==> src/rtl/calendar_epoch_converter_core_assert.svh <==
// assertion macros for the calendar epoch converter
`ifndef CALENDAR_EPOCH_CONVERTER_CORE_ASSERT_SVH
`define CALENDAR_EPOCH_CONVERTER_CORE_ASSERT_SVH
`ifndef SYNTH
`define CEC_ASSERT_IMP(lbl, ante, cons) \
  lbl: assert property (@(posedge clk_i) disable iff (!rst_ni) (ante) |-> (cons)) \
    else $error("calendar epoch converter assertion failed");
`define CEC_ASSERT_NEXT(lbl, ante, cons) \
  lbl: assert property (@(posedge clk_i) disable iff (!rst_ni) (ante) |=> (cons)) \
    else $error("calendar epoch converter assertion failed");
`else
`define CEC_ASSERT_IMP(lbl, ante, cons)
`define CEC_ASSERT_NEXT(lbl, ante, cons)
`endif
`endif

==> src/rtl/cec_pkg.sv <==
// shared types, constants and month table of the calendar epoch converter
package cec_pkg;

  localparam int NumStages = 6;
  localparam int LastStage = NumStages - 1;

  localparam logic [10:0] CycleDays = 11'd1461;
  localparam logic [16:0] DaySecs   = 17'd86400;
  localparam logic [11:0] HourSecs  = 12'd3600;
  localparam logic [5:0]  MinSecs   = 6'd60;

  // floor(2^48 / 86400), quotient may come out one low
  localparam logic [31:0] DayRecip   = 32'd3257812230;
  localparam int          DayShift   = 48;
  // exact reciprocals for the bounded operands
  localparam logic [17:0] HourRecip  = 18'd149131;
  localparam int          HourShift  = 29;
  localparam logic [16:0] CycleRecip = 17'd91868;
  localparam int          CycleShift = 27;
  localparam logic [12:0] MinRecip   = 13'd4370;
  localparam int          MinShift   = 18;

  typedef logic [10:0] day_off_t;

  // day offset of each month start within a four-year cycle
  localparam day_off_t MonthStart [4][12] = '{
    '{11'd0,    11'd31,   11'd60,   11'd91,   11'd121,  11'd152,
      11'd182,  11'd213,  11'd244,  11'd274,  11'd305,  11'd335},
    '{11'd366,  11'd397,  11'd425,  11'd456,  11'd486,  11'd517,
      11'd547,  11'd578,  11'd609,  11'd639,  11'd670,  11'd700},
    '{11'd731,  11'd762,  11'd790,  11'd821,  11'd851,  11'd882,
      11'd912,  11'd943,  11'd974,  11'd1004, 11'd1035, 11'd1065},
    '{11'd1096, 11'd1127, 11'd1155, 11'd1186, 11'd1216, 11'd1247,
      11'd1277, 11'd1308, 11'd1339, 11'd1369, 11'd1400, 11'd1430}
  };

  typedef enum logic {
    ReqToSeconds = 1'b0,
    ReqToDate    = 1'b1
  } req_e;

  typedef struct packed {
    logic [NumStages-1:0] en;
    logic [NumStages-1:0] vld;
  } pipe_ctl_t;

endpackage

==> src/rtl/calendar_epoch_converter_core.sv <==
// top level of the calendar epoch converter
// converts a date and time (years after 2000) to seconds since 2000-01-01 00:00:00,
// or seconds since then back to a date and time, as chosen by the item's request kind
// input channel s_axis: tuser selects the request, 0 date to seconds, 1 seconds to date
// output channel m_axis: one result item for every input item, in order
// unused result fields of a request read as zero
// throughput: one item per cycle, set by the stage enables that let every stage
// load a new item in each cycle in which the output moves
// six register stages, each with a valid bit; a stage takes a new item when it is
// empty or its item moves on, so bubbles close up while the receiver stalls
// a stall holds the items from the output back to the nearest empty stage, and
// tready drops only once all stages are full
// reset clears the valid bits: no item is held, tvalid is low and tready is high
module calendar_epoch_converter_core import cec_pkg::*; (
  input  logic        clk_i,
  input  logic        rst_ni,
  input  logic        s_axis_tvalid_i,
  output logic        s_axis_tready_o,
  // second[5:0] minute[11:6] hour[16:12] day[21:17] month[25:22] year[32:26]
  // seconds_total[64:33], zero fill[71:65]
  input  logic [71:0] s_axis_tdata_i,
  // req_type[0]
  input  logic        s_axis_tuser_i,
  output logic        m_axis_tvalid_o,
  input  logic        m_axis_tready_i,
  // seconds_total[31:0] second[37:32] minute[43:38] hour[48:44] day[53:49]
  // month[57:54] year[65:58], zero fill[71:66]
  output logic [71:0] m_axis_tdata_o
);

  pipe_ctl_t   ctl;
  req_e        req;
  logic [31:0] seconds_total;
  logic [5:0]  second, minute;
  logic [4:0]  hour, day;
  logic [3:0]  month;
  logic [7:0]  year;

  assign req = req_e'(s_axis_tuser_i);

  cec_pipe_ctrl u_ctrl (
    .clk_i,
    .rst_ni,
    .in_valid_i  (s_axis_tvalid_i),
    .out_ready_i (m_axis_tready_i),
    .ctl_o       (ctl)
  );

  cec_to_seconds u_to_seconds (
    .clk_i,
    .ctl_i           (ctl),
    .req_i           (req),
    .second_i        (s_axis_tdata_i[5:0]),
    .minute_i        (s_axis_tdata_i[11:6]),
    .hour_i          (s_axis_tdata_i[16:12]),
    .day_i           (s_axis_tdata_i[21:17]),
    .month_i         (s_axis_tdata_i[25:22]),
    .year_i          (s_axis_tdata_i[32:26]),
    .seconds_total_o (seconds_total)
  );

  cec_to_date u_to_date (
    .clk_i,
    .rst_ni,
    .ctl_i           (ctl),
    .req_i           (req),
    .seconds_total_i (s_axis_tdata_i[64:33]),
    .second_o        (second),
    .minute_o        (minute),
    .hour_o          (hour),
    .day_o           (day),
    .month_o         (month),
    .year_o          (year)
  );

  assign s_axis_tready_o = ctl.en[0];
  assign m_axis_tvalid_o = ctl.vld[LastStage];
  assign m_axis_tdata_o  = {6'd0, year, month, day, hour, minute, second, seconds_total};

endmodule

==> src/rtl/cec_pipe_ctrl.sv <==
// valid bits and per-stage load enables of the converter pipeline
`include "calendar_epoch_converter_core_assert.svh"

module cec_pipe_ctrl import cec_pkg::*; (
  input  logic      clk_i,
  input  logic      rst_ni,
  input  logic      in_valid_i,
  input  logic      out_ready_i,
  output pipe_ctl_t ctl_o
);

  logic [NumStages-1:0] vld_q, vld_d, en;

  always_comb begin
    en[LastStage] = ~vld_q[LastStage] | out_ready_i;
    for (int k = NumStages - 2; k >= 0; k--) begin
      en[k] = ~vld_q[k] | en[k+1];
    end
    vld_d = vld_q;
    if (en[0]) begin
      vld_d[0] = in_valid_i;
    end
    for (int k = 1; k < NumStages; k++) begin
      if (en[k]) begin
        vld_d[k] = vld_q[k-1];
      end
    end
  end

  always_ff @(posedge clk_i or negedge rst_ni) begin
    if (!rst_ni) begin
      vld_q <= '0;
    end else begin
      vld_q <= vld_d;
    end
  end

  assign ctl_o.en  = en;
  assign ctl_o.vld = vld_q;

  `CEC_ASSERT_IMP(a_en_chain, en[LastStage], &en)
  `CEC_ASSERT_IMP(a_stall_only_full, !en[0], &vld_q)
  `CEC_ASSERT_NEXT(a_first_stage_holds, vld_q[0] && !en[1], vld_q[0])

endmodule

==> src/rtl/cec_to_seconds.sv <==
// date and time to seconds datapath
module cec_to_seconds import cec_pkg::*; (
  input  logic        clk_i,
  input  pipe_ctl_t   ctl_i,
  input  req_e        req_i,
  input  logic [5:0]  second_i,
  input  logic [5:0]  minute_i,
  input  logic [4:0]  hour_i,
  input  logic [4:0]  day_i,
  input  logic [3:0]  month_i,
  input  logic [6:0]  year_i,
  output logic [31:0] seconds_total_o
);

  logic [3:0]  mon_idx;
  logic [31:0] days_d, days_q;
  logic [16:0] hms_d, hms_q;
  logic [31:0] secs_d;
  logic [31:0] secs_q [NumStages-1];
  req_e        req_q [NumStages];

  always_comb begin
    priority if (month_i == 4'd0) begin
      mon_idx = 4'd0;
    end else if (month_i > 4'd12) begin
      mon_idx = 4'd11;
    end else begin
      mon_idx = month_i - 4'd1;
    end
    days_d = 32'(year_i[6:2]) * 32'(CycleDays)
           + 32'(MonthStart[year_i[1:0]][mon_idx]) + 32'(day_i) - 32'd1;
    hms_d  = 17'(17'(hour_i) * 17'(HourSecs) + 17'(minute_i) * 17'(MinSecs)
           + 17'(second_i));
    secs_d = days_q * 32'(DaySecs) + 32'(hms_q);
  end

  always_ff @(posedge clk_i) begin
    if (ctl_i.en[0]) begin
      days_q   <= days_d;
      hms_q    <= hms_d;
      req_q[0] <= req_i;
    end
    if (ctl_i.en[1]) begin
      secs_q[0] <= secs_d;
    end
    for (int k = 1; k < NumStages; k++) begin
      if (ctl_i.en[k]) begin
        req_q[k] <= req_q[k-1];
      end
    end
    for (int k = 2; k < NumStages; k++) begin
      if (ctl_i.en[k]) begin
        secs_q[k-1] <= secs_q[k-2];
      end
    end
  end

  assign seconds_total_o = (req_q[LastStage] == ReqToSeconds) ? secs_q[LastStage-1] : '0;

endmodule

==> src/rtl/cec_to_date.sv <==
// seconds to date and time datapath
`include "calendar_epoch_converter_core_assert.svh"

module cec_to_date import cec_pkg::*; (
  input  logic        clk_i,
  input  logic        rst_ni,
  input  pipe_ctl_t   ctl_i,
  input  req_e        req_i,
  input  logic [31:0] seconds_total_i,
  output logic [5:0]  second_o,
  output logic [5:0]  minute_o,
  output logic [4:0]  hour_o,
  output logic [4:0]  day_o,
  output logic [3:0]  month_o,
  output logic [7:0]  year_o
);

  req_e        req_q [NumStages];

  logic [63:0] day_prod;
  logic [15:0] q0_d;
  logic [31:0] s0_t_q;
  logic [15:0] s0_q0_q;

  logic [17:0] r0;
  logic [15:0] days_d;
  logic [16:0] rsec_d;
  logic [15:0] s1_days_q;
  logic [16:0] s1_rsec_q;

  logic [4:0]  hour_d;
  logic [5:0]  cyc_d;
  logic [15:0] s2_days_q;
  logic [16:0] s2_rsec_q;
  logic [4:0]  s2_hour_q;
  logic [5:0]  s2_cyc_q;

  logic [11:0] rem2_d;
  logic [10:0] dr_d;
  logic [4:0]  s3_hour_q;
  logic [5:0]  s3_cyc_q;
  logic [11:0] s3_rem2_q;
  logic [10:0] s3_dr_q;

  logic [5:0]  min_d;
  logic [1:0]  yc_d;
  logic [3:0]  mon_d;
  day_off_t    ms_d;
  logic [4:0]  s4_hour_q;
  logic [5:0]  s4_cyc_q;
  logic [11:0] s4_rem2_q;
  logic [10:0] s4_dr_q;
  logic [5:0]  s4_min_q;
  logic [1:0]  s4_yc_q;
  logic [3:0]  s4_mon_q;
  day_off_t    s4_ms_q;

  logic [5:0]  out_sec_q, out_min_q;
  logic [4:0]  out_hour_q, out_day_q;
  logic [3:0]  out_month_q;
  logic [7:0]  out_year_q;

  always_comb begin
    day_prod = 64'(seconds_total_i) * 64'(DayRecip);
    q0_d     = day_prod[63:48];

    // quotient estimate may be one low: one correction step
    r0 = 18'(s0_t_q - 32'(s0_q0_q) * 32'(DaySecs));
    if (r0 >= 18'(DaySecs)) begin
      days_d = s0_q0_q + 16'd1;
      rsec_d = 17'(r0 - 18'(DaySecs));
    end else begin
      days_d = s0_q0_q;
      rsec_d = 17'(r0);
    end

    hour_d = 5'((35'(s1_rsec_q) * 35'(HourRecip)) >> HourShift);
    cyc_d  = 6'((33'(s1_days_q) * 33'(CycleRecip)) >> CycleShift);

    rem2_d = 12'(s2_rsec_q - 17'(s2_hour_q) * 17'(HourSecs));
    dr_d   = 11'(s2_days_q - 16'(s2_cyc_q) * 16'(CycleDays));

    min_d = 6'((25'(s3_rem2_q) * 25'(MinRecip)) >> MinShift);
    yc_d  = 2'd0;
    for (int y = 1; y < 4; y++) begin
      if (s3_dr_q >= MonthStart[y][0]) begin
        yc_d = 2'(y);
      end
    end
    mon_d = 4'd0;
    for (int m = 1; m < 12; m++) begin
      if (s3_dr_q >= MonthStart[yc_d][m]) begin
        mon_d = 4'(m);
      end
    end
    ms_d = MonthStart[yc_d][mon_d];
  end

  always_ff @(posedge clk_i) begin
    if (ctl_i.en[0]) begin
      req_q[0] <= req_i;
      s0_t_q   <= seconds_total_i;
      s0_q0_q  <= q0_d;
    end
    for (int k = 1; k < NumStages; k++) begin
      if (ctl_i.en[k]) begin
        req_q[k] <= req_q[k-1];
      end
    end
    if (ctl_i.en[1]) begin
      s1_days_q <= days_d;
      s1_rsec_q <= rsec_d;
    end
    if (ctl_i.en[2]) begin
      s2_days_q <= s1_days_q;
      s2_rsec_q <= s1_rsec_q;
      s2_hour_q <= hour_d;
      s2_cyc_q  <= cyc_d;
    end
    if (ctl_i.en[3]) begin
      s3_hour_q <= s2_hour_q;
      s3_cyc_q  <= s2_cyc_q;
      s3_rem2_q <= rem2_d;
      s3_dr_q   <= dr_d;
    end
    if (ctl_i.en[4]) begin
      s4_hour_q <= s3_hour_q;
      s4_cyc_q  <= s3_cyc_q;
      s4_rem2_q <= s3_rem2_q;
      s4_dr_q   <= s3_dr_q;
      s4_min_q  <= min_d;
      s4_yc_q   <= yc_d;
      s4_mon_q  <= mon_d;
      s4_ms_q   <= ms_d;
    end
    if (ctl_i.en[5]) begin
      out_sec_q   <= 6'(s4_rem2_q - 12'(s4_min_q) * 12'(MinSecs));
      out_min_q   <= s4_min_q;
      out_hour_q  <= s4_hour_q;
      out_day_q   <= 5'(s4_dr_q - s4_ms_q + 11'd1);
      out_month_q <= s4_mon_q + 4'd1;
      out_year_q  <= {s4_cyc_q, s4_yc_q};
    end
  end

  always_comb begin
    if (req_q[LastStage] == ReqToDate) begin
      second_o = out_sec_q;
      minute_o = out_min_q;
      hour_o   = out_hour_q;
      day_o    = out_day_q;
      month_o  = out_month_q;
      year_o   = out_year_q;
    end else begin
      second_o = '0;
      minute_o = '0;
      hour_o   = '0;
      day_o    = '0;
      month_o  = '0;
      year_o   = '0;
    end
  end

  `CEC_ASSERT_IMP(a_day_rem_range, ctl_i.vld[1], s1_rsec_q < 17'(DaySecs))
  `CEC_ASSERT_IMP(a_time_range, ctl_i.vld[LastStage] && req_q[LastStage] == ReqToDate,
    (second_o < 6'd60) && (minute_o < 6'd60) && (hour_o < 5'd24))
  `CEC_ASSERT_IMP(a_date_range, ctl_i.vld[LastStage] && req_q[LastStage] == ReqToDate,
    (day_o != 5'd0) && (month_o != 4'd0) && (month_o <= 4'd12) && (year_o <= 8'd136))

endmodule

==> config.mk <==
export PLATFORM = sky130hd
export DESIGN_NAME = calendar_epoch_converter_core
export DESIGN_NICKNAME = d
export VERILOG_FILES = /design/src/rtl/cec_pkg.sv /design/src/rtl/calendar_epoch_converter_core.sv /design/src/rtl/cec_pipe_ctrl.sv /design/src/rtl/cec_to_seconds.sv /design/src/rtl/cec_to_date.sv
export VERILOG_INCLUDE_DIRS = /design/src /design/src/rtl
export SDC_FILE = /design/constraint.sdc
export NUM_CORES = 2
export LEC_CHECK = 0
export BUFFER_PORTS_ARGS = -buffer_cell sky130_fd_sc_hd__buf_4
export CAP_MARGIN = 40
export CORE_UTILIZATION = 55
export CTS_CLUSTER_SIZE = 12
export DETAILED_ROUTE_END_ITERATION = 8
export PLACE_DENSITY = 0.82
export SKIP_LAST_GASP = 1
export SLEW_MARGIN = 0
export SYNTH_ARGS = -nofsm -noshare
export SYNTH_HDL_FRONTEND = slang
export SYNTH_SLANG_ARGS = --single-unit
==> constraint.sdc <==
create_clock -name clk_i -period 10.19 [get_ports clk_i]
set_input_delay 1.019 -clock clk_i [delete_from_list [all_inputs] [get_ports clk_i]]
set_output_delay 1.019 -clock clk_i [all_outputs]
set_load 0.02 [all_outputs]
==> impl_metrics.json <==
{
  "setup_violations": 0,
  "synth_edf_count": 416,
  "met1_length_mm": 42.3,
  "first_iter_violations": 1323,
  "dr.max_layer_used": "met4",
  "slew_headroom_pct": 41.3,
  "yosysWarnings": 0,
  "mostFrequentLayoutCells": "inv_1 (1156), ha_1 (1087), fa_1 (539)",
  "worstPathRequired_ns": 10.53,
  "firstDrtPassIters": 5,
  "hold_viol": 0,
  "worst-path-buf-inv": 7,
  "rsz0062_at_grt": "no",
  "grt_use_total_pct": 22.1,
  "fin_skew_ns": 0.0215,
  "grt_pass1_vias": 34056,
  "final_common_cell": "inv_1",
  "fmax_mhz": 123,
  "syn2layout_area_growth_pct": 7.74,
  "tightest_slew_ns": 0.880,
  "synth_top_area_share_pct": 27.1,
  "status": "finished, final reports clean",
  "post-dp-hpwl_mm": 82.1,
  "rows": 110,
  "critPathMaxFanout": 22,
  "cts_setup_buffers": 0,
  "endpoint_kind": "flip-flop",
  "ys_async_sr_fraction_pct": 1.42,
  "critPathTopFamily": "adder cells",
  "clkLatencyLatePin_ns": 0.59,
  "synthesis.area_um2": 50100,
  "routed_via_density": 5.34,
  "htree_levels": 2,
  "finalWeightedCongestion": 0.895,
  "period_share_pct": 79.5,
  "nNetsFinal": 6463,
  "num_io_pins": 151,
  "n_fill_cell": 6989,
  "coreArea_um2": 90100,
  "ctsResizeCount": 0,
  "port_buffers": 137,
  "ant_nets": 0,
  "wl_per_cell_um": 16.6,
  "dieArea_um2": 92300,
  "clk_pin_slew_ns": 0.06,
  "slowest_stage": "or4_1",
  "yosys.area.top_type": "ha_1",
  "root_buffer": "clkbuf_16",
  "dp_cells": 5890,
  "min_period_ns": 8.10,
  "synth_flop_cell": "edfxtp_1",
  "holdWs_ns": 0.239,
  "min_path_type": "primary input to async pin",
  "cts.sink_count": 422,
  "pre_cts_ws_ns": 1.51,
  "stdcell_count": 5964,
  "ys_ff_latch": 422,
  "drv_cap": 0,
  "drive_gt1_share_pct": 5.12,
  "grt_max_degree": 67,
  "drc": 0,
  "vias": 31829,
  "fin_ws_ns": 2.09,
  "start_util_pct": 55.6,
  "grt_pass1_wl_mm": 165,
  "totalWireLength_mm": 99.1,
  "avgSynthCellArea_um2": 10.9,
  "final-max-slew-violation-count": 0,
  "critical_path.max_stage_delay_ns": 0.56,
  "tritoncts": "yes",
  "ys_seq_area_share_pct": 25.2,
  "wl_met2_mm": 49.2,
  "cts-buffers-inserted": 44,
  "synthTopCellsByArea": "ha_1 (27%), edfxtp_1 (25%), fa_1 (22%), inv_1 (8.7%), xnor2_1 (3.0%)",
  "dr_wl_met3_mm": 4.40,
  "die_h_um": 304,
  "critical_path_arrival_ns": 8.43,
  "ys_types": 96,
  "crit_type": "primary input to flip-flop",
  "postCtsHoldBufs": 0,
  "tns_ns": 0,
  "worst_path_most_repeated_cell": "inv_1",
  "clockBufferDepth": 3,
  "start_kind": "primary input",
  "antenna_found_initial": 3,
  "grt_overflow": 0,
  "die_w_um": 304,
  "syn_inst": 4598
}
-- area by class of cell --
type                    count  area, µm²  share of cell area (%)
diodes                      3       7.51                  0.0139
clock buffers              56       1180                    2.18
clock inverters            15        153                   0.283
inverters                1161       4360                    8.07
multi-input cells        2980      33000                    61.1
flip-flops and latches    422      12600                    23.4
well taps                1176       1470                    2.73
repair buffers            151       1190                    2.21
-- metal layers --
layer  up-vias  track usage (%)
li1      15481                -
met1     15507             27.9
met2       662             39.0
met3       179             3.01
met4         0             7.35
met5         -                0
-- cells in the mapped netlist, types with 17 or more instances --
| cell | number |
|---|---|
| nand2_1 | 118 |
| ha_1 | 1087 |
| o21a_1 | 22 |
| and2_1 | 46 |
| a211oi_1 | 25 |
| o21ai_1 | 20 |
| and3_1 | 20 |
| edfxtp_1 | 416 |
| clkbuf_1 | 27 |
| inv_1 | 1158 |
| a21oi_1 | 177 |
| xor2_1 | 50 |
| nand4_1 | 18 |
| xnor2_1 | 174 |
| fa_1 | 539 |
| nand2b_1 | 26 |
| o21bai_1 | 24 |
| nand3_1 | 45 |
| nor3_1 | 34 |
| nor2_1 | 141 |
| a21o_1 | 70 |
| nor2b_1 | 58 |
| o21ai_0 | 82 |
| a31oi_1 | 17 |
-- state kept, by name, indices dropped and copies added (netlist names), 6 cells and up --
signal,count
u_to_seconds.secs_q,160
u_to_seconds.days_q,25
u_to_date.s0_t_q,18
u_to_date.s1_rsec_q,17
u_to_seconds.hms_q,17
u_to_date.s0_q0_q,16
u_to_date.s1_days_q,16
u_to_date.s2_rsec_q,12
u_to_date.s3_rem2_q,12
u_to_date.s2_days_q,11
u_to_date.s3_dr_q,11
u_to_date.out_year_q,8
u_ctrl.vld_q,6
u_to_date.out_min_q,6
u_to_date.out_sec_q,6
u_to_date.s2_cyc_q,6
u_to_date.s3_cyc_q,6
u_to_date.s4_cyc_q,6
u_to_date.s4_min_q,6
u_to_date.s4_rem2_q,6
-- kinds of logic (layout without fill, tap and decap cells) --
| kind of cell | count (synthesis) | in the layout | share of synthesized area (%) |
|---|---|---|---|
| adder cells (fa/ha/maj) | 1627 | 1627 | 48.7 |
| multiplexers | 6 | 6 | 0.122 |
| buffers and inverters | 1201 | 1383 | 9.06 |
| flip-flops | 422 | 422 | 25.2 |
| AO/OA/AOI/OAI | 561 | 561 | 7.31 |
| other | 1 | 9 | 0.00748 |
| AND/OR/NAND/NOR | 555 | 555 | 5.63 |
| XOR/XNOR | 225 | 225 | 3.95 |
-- worst paths after layout --
kind                                            start                         end  slack (ns)  depth (start not counted)
setup / recovery                   s_axis_tdata_i[22]     u_to_seconds.days_q[17]        2.09                         34
hold / removal                                 rst_ni             u_ctrl.vld_q[2]        0.24                          1
setup reg to reg              u_to_date.s1_days_q[10]       u_to_date.s2_cyc_q[5]        3.51                         21
hold reg to reg            u_to_seconds.secs_q[0][38]  u_to_seconds.secs_q[0][70]        0.41                          0
max in group asynchronous                      rst_ni             u_ctrl.vld_q[1]        9.84                          1
min in group clk_i         u_to_seconds.secs_q[0][38]  u_to_seconds.secs_q[0][70]        0.41                          0
-- stage by stage --
step	area, µm²	utilization [%]
4_1_cts	54000	59.9
3_5_place_dp	52700	58.4
6_report	54000	59.9
5_1_grt	54000	59.9
2_1_floorplan	50100	-
3_3_place_gp	52600	58.3
Power is not shown: default switching activity piles up to over one toggle a cycle in this logic, so the estimate is an artifact.
